**src/hdl/fra_pkg.sv**
```systemverilog
// Package for the fraction arithmetic block: command codes, field widths and
// the sizes of the iterative gcd and divide datapath. No dependencies.
package fra_pkg;

    // Operation codes of the command field
    typedef enum logic [1:0] {
        CMD_ADD = 2'd0,
        CMD_SUB = 2'd1,
        CMD_MUL = 2'd2,
        CMD_DIV = 2'd3
    } t_cmd;

    // Field widths
    localparam int IN_W   = 16;
    localparam int NUM_W  = 33;
    localparam int DEN_W  = 32;

    // Magnitudes of the raw result fit in 32 unsigned bits
    localparam int MAG_W  = 32;
    localparam int CNT_W  = $clog2(MAG_W + 1);
    localparam int SHF_W  = $clog2(MAG_W);

endpackage

```
**src/hdl/fra_if.sv**
```systemverilog
// Valid/ready stream interfaces for the fraction arithmetic block.
// Depends on fra_pkg for the command type and field widths.
interface fra_in_if;
    logic                                  valid;
    logic                                  ready;
    fra_pkg::t_cmd                         command;
    logic signed [fra_pkg::IN_W-1:0]       num_a;
    logic signed [fra_pkg::IN_W-1:0]       den_a;
    logic signed [fra_pkg::IN_W-1:0]       num_b;
    logic signed [fra_pkg::IN_W-1:0]       den_b;

    modport source (output valid, command, num_a, den_a, num_b, den_b, input ready);
    modport sink   (input valid, command, num_a, den_a, num_b, den_b, output ready);
endinterface

interface fra_out_if;
    logic                                  valid;
    logic                                  ready;
    logic signed [fra_pkg::NUM_W-1:0]      num_out;
    logic signed [fra_pkg::DEN_W-1:0]      den_out;

    modport source (output valid, num_out, den_out, input ready);
    modport sink   (input valid, num_out, den_out, output ready);
endinterface

```
**src/hdl/fraction_arith_reduce.sv**
```systemverilog
// Fraction add/subtract/multiply/divide with gcd reduction of the result.
// Depends on fra_pkg and the stream interfaces in fra_if.sv.
//
//  Channel  Dir  Payload                                  Transaction when
//  i_in     in   command, num_a, den_a, num_b, den_b      valid && ready
//  o_out    out  num_out, den_out                         valid && ready
//
// A transaction runs through MUL (three products), SUM and PREP; a nonzero raw
// numerator goes on to GCD (binary gcd) and, with a gcd above one, to DIVN and
// DIVD (restoring divisions of |n| and |d| by the gcd), and FIN loads the output
// register. Products use one 16x16 multiplier, gcd steps and trial subtracts one
// 34-bit subtractor. i_in.ready is high only in the idle state; a finished
// result waits in the output register while the next transaction is accepted.
// Reset is synchronous, active low, and clears the sequencer and output valid.
module fraction_arith_reduce (
    input  logic          i_clk,
    input  logic          i_rst_n,
    fra_in_if.sink        i_in,
    fra_out_if.source     o_out
);

    localparam int MW = fra_pkg::MAG_W;

    typedef enum logic [2:0] {
        ST_IDLE,
        ST_MUL,
        ST_SUM,
        ST_PREP,
        ST_GCD,
        ST_DIVN,
        ST_DIVD,
        ST_FIN
    } t_state;

    t_state                              r_state;
    fra_pkg::t_cmd                       r_cmd;
    logic signed [fra_pkg::IN_W-1:0]     r_na, r_da, r_nb, r_db;
    logic signed [31:0]                  r_t1, r_t2;
    logic signed [fra_pkg::NUM_W-1:0]    r_n;
    logic signed [fra_pkg::DEN_W-1:0]    r_d;
    logic [MW-1:0]                       r_u, r_v, r_g;
    logic [fra_pkg::SHF_W-1:0]           r_k;
    logic [fra_pkg::CNT_W-1:0]           r_cnt;
    logic                                r_out_valid;
    logic signed [fra_pkg::NUM_W-1:0]    r_num_out;
    logic signed [fra_pkg::DEN_W-1:0]    r_den_out;

    // Shared multiplier operands per product step
    logic signed [fra_pkg::IN_W-1:0]     mul_a, mul_b;
    logic signed [31:0]                  prod;

    always_comb begin
        case (r_cnt[1:0])
            2'd0: begin
                mul_a = r_na;
                mul_b = (r_cmd == fra_pkg::CMD_MUL) ? r_nb : r_db;
            end
            2'd1: begin
                mul_a = r_nb;
                mul_b = r_da;
            end
            default: begin
                mul_a = r_da;
                mul_b = (r_cmd == fra_pkg::CMD_DIV) ? r_nb : r_db;
            end
        endcase
    end

    assign prod = 32'(mul_a) * 32'(mul_b);

    // Combine the cross products into the raw numerator
    logic signed [fra_pkg::NUM_W-1:0]    t1x, t2x, raw_n;

    assign t1x = 33'(r_t1);
    assign t2x = 33'(r_t2);

    always_comb begin
        case (r_cmd)
            fra_pkg::CMD_ADD: raw_n = t1x + t2x;
            fra_pkg::CMD_SUB: raw_n = t1x - t2x;
            default:          raw_n = t1x;
        endcase
    end

    // Magnitudes of the current numerator and denominator
    logic [MW-1:0]                       mag_n, mag_d;
    logic [fra_pkg::NUM_W-1:0]           neg_n;
    logic [fra_pkg::DEN_W-1:0]           neg_d;

    assign neg_n = -r_n;
    assign neg_d = -r_d;
    assign mag_n = r_n[fra_pkg::NUM_W-1] ? neg_n[MW-1:0] : r_n[MW-1:0];
    assign mag_d = r_d[fra_pkg::DEN_W-1] ? neg_d[MW-1:0] : r_d[MW-1:0];

    // Shared subtractor: gcd compare/subtract or division trial subtract
    logic [MW:0]                         op_a, op_b;
    logic [MW+1:0]                       sub_res;
    logic                                sub_neg;
    logic [MW-1:0]                       sub_flip;

    always_comb begin
        if (r_state == ST_GCD) begin
            op_a = {1'b0, r_u};
            op_b = {1'b0, r_v};
        end else begin
            op_a = {r_v, r_u[MW-1]};
            op_b = {1'b0, r_g};
        end
    end

    assign sub_res  = {1'b0, op_a} - {1'b0, op_b};
    assign sub_neg  = sub_res[MW+1];
    assign sub_flip = -sub_res[MW-1:0];

    // Gcd once either operand reaches zero, and the next quotient bit state
    logic [MW-1:0]                       gcd_val;
    logic                                gcd_done;
    logic [MW-1:0]                       quo;
    logic [fra_pkg::NUM_W-1:0]           quo_n;
    logic [fra_pkg::DEN_W-1:0]           quo_d;
    logic                                div_last;

    assign gcd_val  = (r_u | r_v) << r_k;
    assign gcd_done = (r_u == '0) || (r_v == '0);
    assign quo      = {r_u[MW-2:0], ~sub_neg};
    assign quo_n    = {1'b0, quo};
    assign quo_d    = quo;
    assign div_last = (r_cnt == fra_pkg::CNT_W'(MW - 1));

    assign i_in.ready    = (r_state == ST_IDLE);
    assign o_out.valid   = r_out_valid;
    assign o_out.num_out = r_num_out;
    assign o_out.den_out = r_den_out;

    // Sequencer, datapath registers and output register
    always_ff @(posedge i_clk) begin
        if (!i_rst_n) begin
            r_state     <= ST_IDLE;
            r_cnt       <= '0;
            r_out_valid <= 1'b0;
        end else begin
            // drop the output once taken
            if (o_out.ready) begin
                r_out_valid <= 1'b0;
            end

            case (r_state)
                ST_IDLE: begin
                    if (i_in.valid) begin
                        r_cmd   <= i_in.command;
                        r_na    <= i_in.num_a;
                        r_da    <= i_in.den_a;
                        r_nb    <= i_in.num_b;
                        r_db    <= i_in.den_b;
                        r_cnt   <= '0;
                        r_state <= ST_MUL;
                    end
                end

                // three products, one per cycle
                ST_MUL: begin
                    case (r_cnt[1:0])
                        2'd0:    r_t1 <= prod;
                        2'd1:    r_t2 <= prod;
                        default: r_d  <= prod;
                    endcase
                    if (r_cnt[1:0] == 2'd2) begin
                        r_state <= ST_SUM;
                    end
                    r_cnt <= r_cnt + 1'b1;
                end

                ST_SUM: begin
                    r_n     <= raw_n;
                    r_state <= ST_PREP;
                end

                // zero numerator leaves the raw result
                ST_PREP: begin
                    r_u <= mag_n;
                    r_v <= mag_d;
                    r_k <= '0;
                    if (r_n == '0) begin
                        r_state <= ST_FIN;
                    end else begin
                        r_state <= ST_GCD;
                    end
                end

                // binary gcd, one step per cycle
                ST_GCD: begin
                    if (gcd_done) begin
                        r_g <= gcd_val;
                        if (r_k == '0 && (r_u | r_v) == MW'(1)) begin
                            r_state <= ST_FIN;
                        end else begin
                            r_u     <= mag_n;
                            r_v     <= '0;
                            r_cnt   <= '0;
                            r_state <= ST_DIVN;
                        end
                    end else if (!r_u[0] && !r_v[0]) begin
                        r_u <= r_u >> 1;
                        r_v <= r_v >> 1;
                        r_k <= r_k + 1'b1;
                    end else if (!r_u[0]) begin
                        r_u <= r_u >> 1;
                    end else if (!r_v[0]) begin
                        r_v <= r_v >> 1;
                    end else if (!sub_neg) begin
                        r_u <= {1'b0, sub_res[MW-1:1]};
                    end else begin
                        r_u <= {1'b0, sub_flip[MW-1:1]};
                        r_v <= r_u;
                    end
                end

                // restoring division of |n| then |d| by the gcd
                ST_DIVN, ST_DIVD: begin
                    if (!sub_neg) begin
                        r_v <= sub_res[MW-1:0];
                    end else begin
                        r_v <= {r_v[MW-2:0], r_u[MW-1]};
                    end
                    r_u   <= quo;
                    r_cnt <= r_cnt + 1'b1;
                    if (div_last) begin
                        if (r_state == ST_DIVN) begin
                            r_n     <= r_n[fra_pkg::NUM_W-1] ? -quo_n : quo_n;
                            r_u     <= mag_d;
                            r_v     <= '0;
                            r_cnt   <= '0;
                            r_state <= ST_DIVD;
                        end else begin
                            r_d     <= r_d[fra_pkg::DEN_W-1] ? -quo_d : quo_d;
                            r_state <= ST_FIN;
                        end
                    end
                end

                // hold until the output register is free
                ST_FIN: begin
                    if (!r_out_valid || o_out.ready) begin
                        r_num_out   <= r_n;
                        r_den_out   <= r_d;
                        r_out_valid <= 1'b1;
                        r_state     <= ST_IDLE;
                    end
                end

                default: r_state <= ST_IDLE;
            endcase
        end
    end

    // An accepted transaction drops the input ready in the cycle after it
    a_busy_after_accept: assert property (@(posedge i_clk) disable iff (!i_rst_n)
        (i_in.valid && i_in.ready) |=> !i_in.ready)
        else $error("input accepted again right after a transaction");

    // Division runs only with a gcd above one
    a_gcd_above_one: assert property (@(posedge i_clk) disable iff (!i_rst_n)
        (r_state == ST_DIVN || r_state == ST_DIVD) |-> (r_g > MW'(1)))
        else $error("division started with gcd of one or zero");

    // Division remainder stays below the divisor
    a_rem_below_gcd: assert property (@(posedge i_clk) disable iff (!i_rst_n)
        (r_state == ST_DIVN || r_state == ST_DIVD) |-> (r_v < r_g))
        else $error("division remainder not below gcd");

    // A zero denominator result carries a numerator of zero or unit magnitude
    a_zero_den: assert property (@(posedge i_clk) disable iff (!i_rst_n)
        (o_out.valid && o_out.den_out == '0) |->
            (o_out.num_out == 33'sd0 || o_out.num_out == 33'sd1 ||
             o_out.num_out == -33'sd1))
        else $error("zero denominator with unreduced numerator");

endmodule

```
**src/flat_wrapper.sv**
```systemverilog
// flat-port wrapper written by rule: the top's interface ports become plain ports
module fraction_arith_reduce_flat 
  (i_clk, i_rst_n, i_in_valid, i_in_command, i_in_num_a, i_in_den_a, i_in_num_b, i_in_den_b, i_in_ready, o_out_valid, o_out_num_out, o_out_den_out, o_out_ready);
  fra_in_if i_in_i ();
  fra_out_if o_out_i ();
  input  logic i_clk;
  input  logic i_rst_n;
  input wire logic [$bits(i_in_i.valid)-1:0] i_in_valid;
  input wire logic [$bits(i_in_i.command)-1:0] i_in_command;
  input wire logic [$bits(i_in_i.num_a)-1:0] i_in_num_a;
  input wire logic [$bits(i_in_i.den_a)-1:0] i_in_den_a;
  input wire logic [$bits(i_in_i.num_b)-1:0] i_in_num_b;
  input wire logic [$bits(i_in_i.den_b)-1:0] i_in_den_b;
  output wire logic [$bits(i_in_i.ready)-1:0] i_in_ready;
  output wire logic [$bits(o_out_i.valid)-1:0] o_out_valid;
  output wire logic [$bits(o_out_i.num_out)-1:0] o_out_num_out;
  output wire logic [$bits(o_out_i.den_out)-1:0] o_out_den_out;
  input wire logic [$bits(o_out_i.ready)-1:0] o_out_ready;
  assign i_in_i.valid = i_in_valid;
  assign i_in_i.command = i_in_command;
  assign i_in_i.num_a = i_in_num_a;
  assign i_in_i.den_a = i_in_den_a;
  assign i_in_i.num_b = i_in_num_b;
  assign i_in_i.den_b = i_in_den_b;
  assign i_in_ready = i_in_i.ready;
  assign o_out_valid = o_out_i.valid;
  assign o_out_num_out = o_out_i.num_out;
  assign o_out_den_out = o_out_i.den_out;
  assign o_out_i.ready = o_out_ready;
  fraction_arith_reduce u_core (.i_clk(i_clk), .i_rst_n(i_rst_n), .i_in(i_in_i), .o_out(o_out_i));
endmodule
```
**config.mk**
```make
export PLATFORM = sky130hd
export DESIGN_NAME = fraction_arith_reduce_flat
export DESIGN_NICKNAME = d
export VERILOG_FILES = /design/src/hdl/fra_pkg.sv /design/src/hdl/fra_if.sv /design/src/hdl/fraction_arith_reduce.sv /design/src/flat_wrapper.sv
export SDC_FILE = /design/constraint.sdc
export NUM_CORES = 2
export LEC_CHECK = 0
export BUFFER_PORTS_ARGS = -buffer_cell sky130_fd_sc_hd__buf_2
export CAP_MARGIN = 20
export CORE_AREA = 5 5 350 352
export DETAILED_ROUTE_END_ITERATION = 6
export DIE_AREA = 0 0 355 357
export GPL_ROUTABILITY_DRIVEN = 0
export GPL_TIMING_DRIVEN = 0
export PLACE_DENSITY = 0.57
export SYNTH_ARGS = -nofsm -noshare
export SYNTH_HDL_FRONTEND = slang
export SYNTH_SLANG_ARGS = --single-unit
```
**constraint.sdc**
```tcl
create_clock -name i_clk -period 8.46 [get_ports i_clk]
set_clock_uncertainty 0.15 [all_clocks]
set_input_delay 0.423 -clock i_clk [delete_from_list [all_inputs] [get_ports i_clk]]
set_output_delay 0.423 -clock i_clk [all_outputs]
set_load 0.01 [all_outputs]
```
==> results.yml <==
placement:
  io_buffers: 136
  pre_cts_slack_ns: -1.68
  hpwl_mm: 104
worst_setup_path:
  crit_slowest_cell: "or4b_1"
  worstPathArrival_ns: 8.38
  path_buf_inv: 6
  path_common_cell: "or3_1"
  crit_family: "simple AND/OR/NAND/NOR gates"
  crit_path_end_kind: "flip-flop"
  critical_path.max_fanout: 10
  max_stage_delay_ns: 0.60
  cp.required_ns: 8.64
  critPathKind: "flip-flop to flip-flop"
  start_kind: "flip-flop"
sta:
  slew_violations: 0
  hold_violations: 0
  finalSetupViolCount: 0
  fin_setup_tns_ns: 0
  tightest_slew_ns: 1.21
  finalCriticalPeriod_ns: 8.19
  timing.fmax_mhz: 122
  relSlewSlack_pct: 19.6
  setup_ws_ns: 0.265
  fin_crit_sh_pct: 96.9
routing:
  dr.pass1.iters: 7
  drc: 0
  vias: 31300
  routed_wl_mm: 131
  drt_iter0_drc: 3329
  routed_via_density: 5.48
  wl_per_cell_um: 23.0
  routed.top_layer: "met5"
  wl_met1_mm: 50.3
  wl_met2_mm: 60.0
  ant_nets: 0
  dr_wl_met3_mm: 12.5
clocking:
  cts_tree: "done"
  cts-root-buf: "clkbuf_16"
  insertion_delay_ns: 0.64
  clock-sinks: 371
  clk_pin_slew_ns: 0.06
  clk_path_buf_depth: 3
  htreeDepth: 2
  numCtsBuffers: 46
floorplan:
  io_pins: 137
  dieArea_um2: 127000
  die_w_um: 355
  num_rows: 127
  die_h_um: 357
  core_area_um2: 119000
  initial_core_util_pct: 29.7
status:
  run_status: "finished, final reports clean"
synthesis:
  yosysTopAreaCellShare_pct: 30.7
  ys_seq_elements: 371
  ys_warn_count: 0
  syn-num-nets: 4323
  synth_top_area_cell: "edfxtp_1"
  synth_area_per_cell_um2: 9.22
  netlist_area_um2: 35300
  synthArstFlopShare_pct: 0
  synth_edf_count: 361
  synth_cells: 3831
  synth_cell_type_count: 82
  synth_commonest_cells: "nand2_1, edfxtp_1, inv_1"
  synth-seq-area-share_pct: 31.2
  synth_most_common_cell: "nand2_1"
  yosys-top-cells-area: "edfxtp_1, fa_1, ha_1"
  synth_ff_type: "edfxtp_1"
finish:
  syn_to_final_growth_pct: 16.9
  nFillCells: 12000
  final_nets: 4614
  drive_gt1_share_pct: 10.4
global_route:
  antenna_found_initial: 7
  grt_pass1_vias: 31300
  grt_pass1_wl_mm: 195
  grt_usage_pct: 20.0
  grt.overflow.total: 0
  grt_max_degree: 67
worst_hold_path:
  min_path_type: "input pin to flip-flop"
run:
  max_cap_violations: 0
## final timing paths
path                     startpoint            endpoint  slack (ns)  cells after the start
hold / removal          o_out_ready  u_core.o_out.valid        0.12                      3
setup / recovery  u_core.r_state[2]      u_core.r_d[30]        0.27                     27
setup reg to reg  u_core.r_state[2]      u_core.r_d[30]        0.27                     27
hold reg to reg     u_core.r_cnt[5]     u_core.r_cnt[5]        0.35                      2
## registers in the layout (all words and copies together), names as in the netlist, 16 cells and up
name	cells
u_core.r_t2	32
u_core.r_da	16
u_core.o_out.den_out	32
u_core.r_db	16
u_core.r_n	33
u_core.r_t1	32
u_core.r_nb	16
u_core.r_d	32
u_core.r_v	32
u_core.r_na	16
u_core.r_g	32
u_core.r_u	32
u_core.o_out.num_out	33
## worst reg2reg max path, stage by stage (launching register included)
cell and delay (ns):
dfxtp_1 0.34, inv_1 0.12, or3_1 0.53, clkbuf_4 0.29, clkbuf_4 0.27, mux2i_1 0.31
ha_1 0.29, clkbuf_1 0.19, a21oi_1 0.24, nand3_1 0.20, o21ai_0 0.31, a21oi_1 0.19
a31o_2 0.33, a21o_1 0.34, clkinv_4 0.17, ha_1 0.21, or3b_4 0.44, or4b_1 0.61
or3_1 0.43, or3_1 0.40, or3_1 0.32, buf_2 0.18, nor4_4 0.26, nand2_2 0.18
o31ai_2 0.30, xnor2_1 0.15, nand2_1 0.09, o31ai_1 0.07
## metal layers
layer  vias to the layer above  global-route usage, %
met1                     15000                   24.6
met5                         -                      0
met3                       466                   3.97
met2                      1760                   33.1
met4                         4                   11.2
li1                      14100                      -
## repair_timing
| item | 4_1_cts | 5_1_grt |
|---|---|---|
| hold buffers | 67 | 0 |
| pin swaps | 4 | 10 |
| gates cloned | 0 | 1 |
| endpoints found under the hold margin | 67 | 0 |
| resized for setup | 127 | 79 |
| setup endpoints to repair | 73 | 32 |
| buffers inserted | 6 | 32 |
## placed cells by master, fill, tap and decap left out, types with 67 or more instances in the layout
master,netlist,layout
nand2_1,421,421
nor3_1,84,81
edfxtp_1,361,361
inv_1,342,339
mux2i_1,148,144
clkbuf_1,184,141
xnor2_1,132,131
buf_2,3,144
dlygate4sd3_1,0,67
xor2_1,120,120
nor2_1,334,328
o21ai_0,189,171
fa_1,264,262
ha_1,158,155
a21oi_1,244,242
## through the flow
step / cells / hold WS (ns) / instance area [um2] / util, %
after floorplan: 3831 / 0.299 / 35300 / -
after global placement: 5515 / 0.328 / 38000 / 31.9
after detailed placement: 5529 / 0.337 / 38200 / 32.1
after CTS: 5674 / 0.140 / 40900 / 34.4
after global routing: 5705 / 0.142 / 41300 / 34.7
final: 5711 / 0.118 / 41300 / 34.7
## kinds of logic (layout without fill, tap and decap cells)
family                   Yosys count  after routing  synth area share [%]
flip-flops                       371            371                  31.2
adder cells (fa/ha/maj)          422            422                  20.5
buffers and inverters            563            887                  6.01
XOR/XNOR                         252            252                  6.25
multiplexers                     170            170                  4.96
AND/OR/NAND/NOR                 1172           1172                  15.2
other                              0              7                     0
AO/OA/AOI/OAI                    881            882                  15.8
## area by class of cell
| type | instances | area (um2) | area share [%] |
|---|---|---|---|
| Tap cell | 1548 | 1940 | 4.69 |
| Antenna cell | 7 | 17.5 | 0.0424 |
| Timing Repair Buffer | 255 | 1830 | 4.43 |
| Clock inverter | 30 | 363 | 0.879 |
| Clock buffer | 52 | 1210 | 2.94 |
| Sequential cell | 371 | 11000 | 26.7 |
| Inverter | 348 | 1310 | 3.18 |
| Buffer | 202 | 881 | 2.13 |
| Multi-Input combinational cell | 2898 | 22700 | 55.0 |
Power is not shown: default switching activity piles up to over one toggle a cycle in this logic, so the estimate is an artifact.
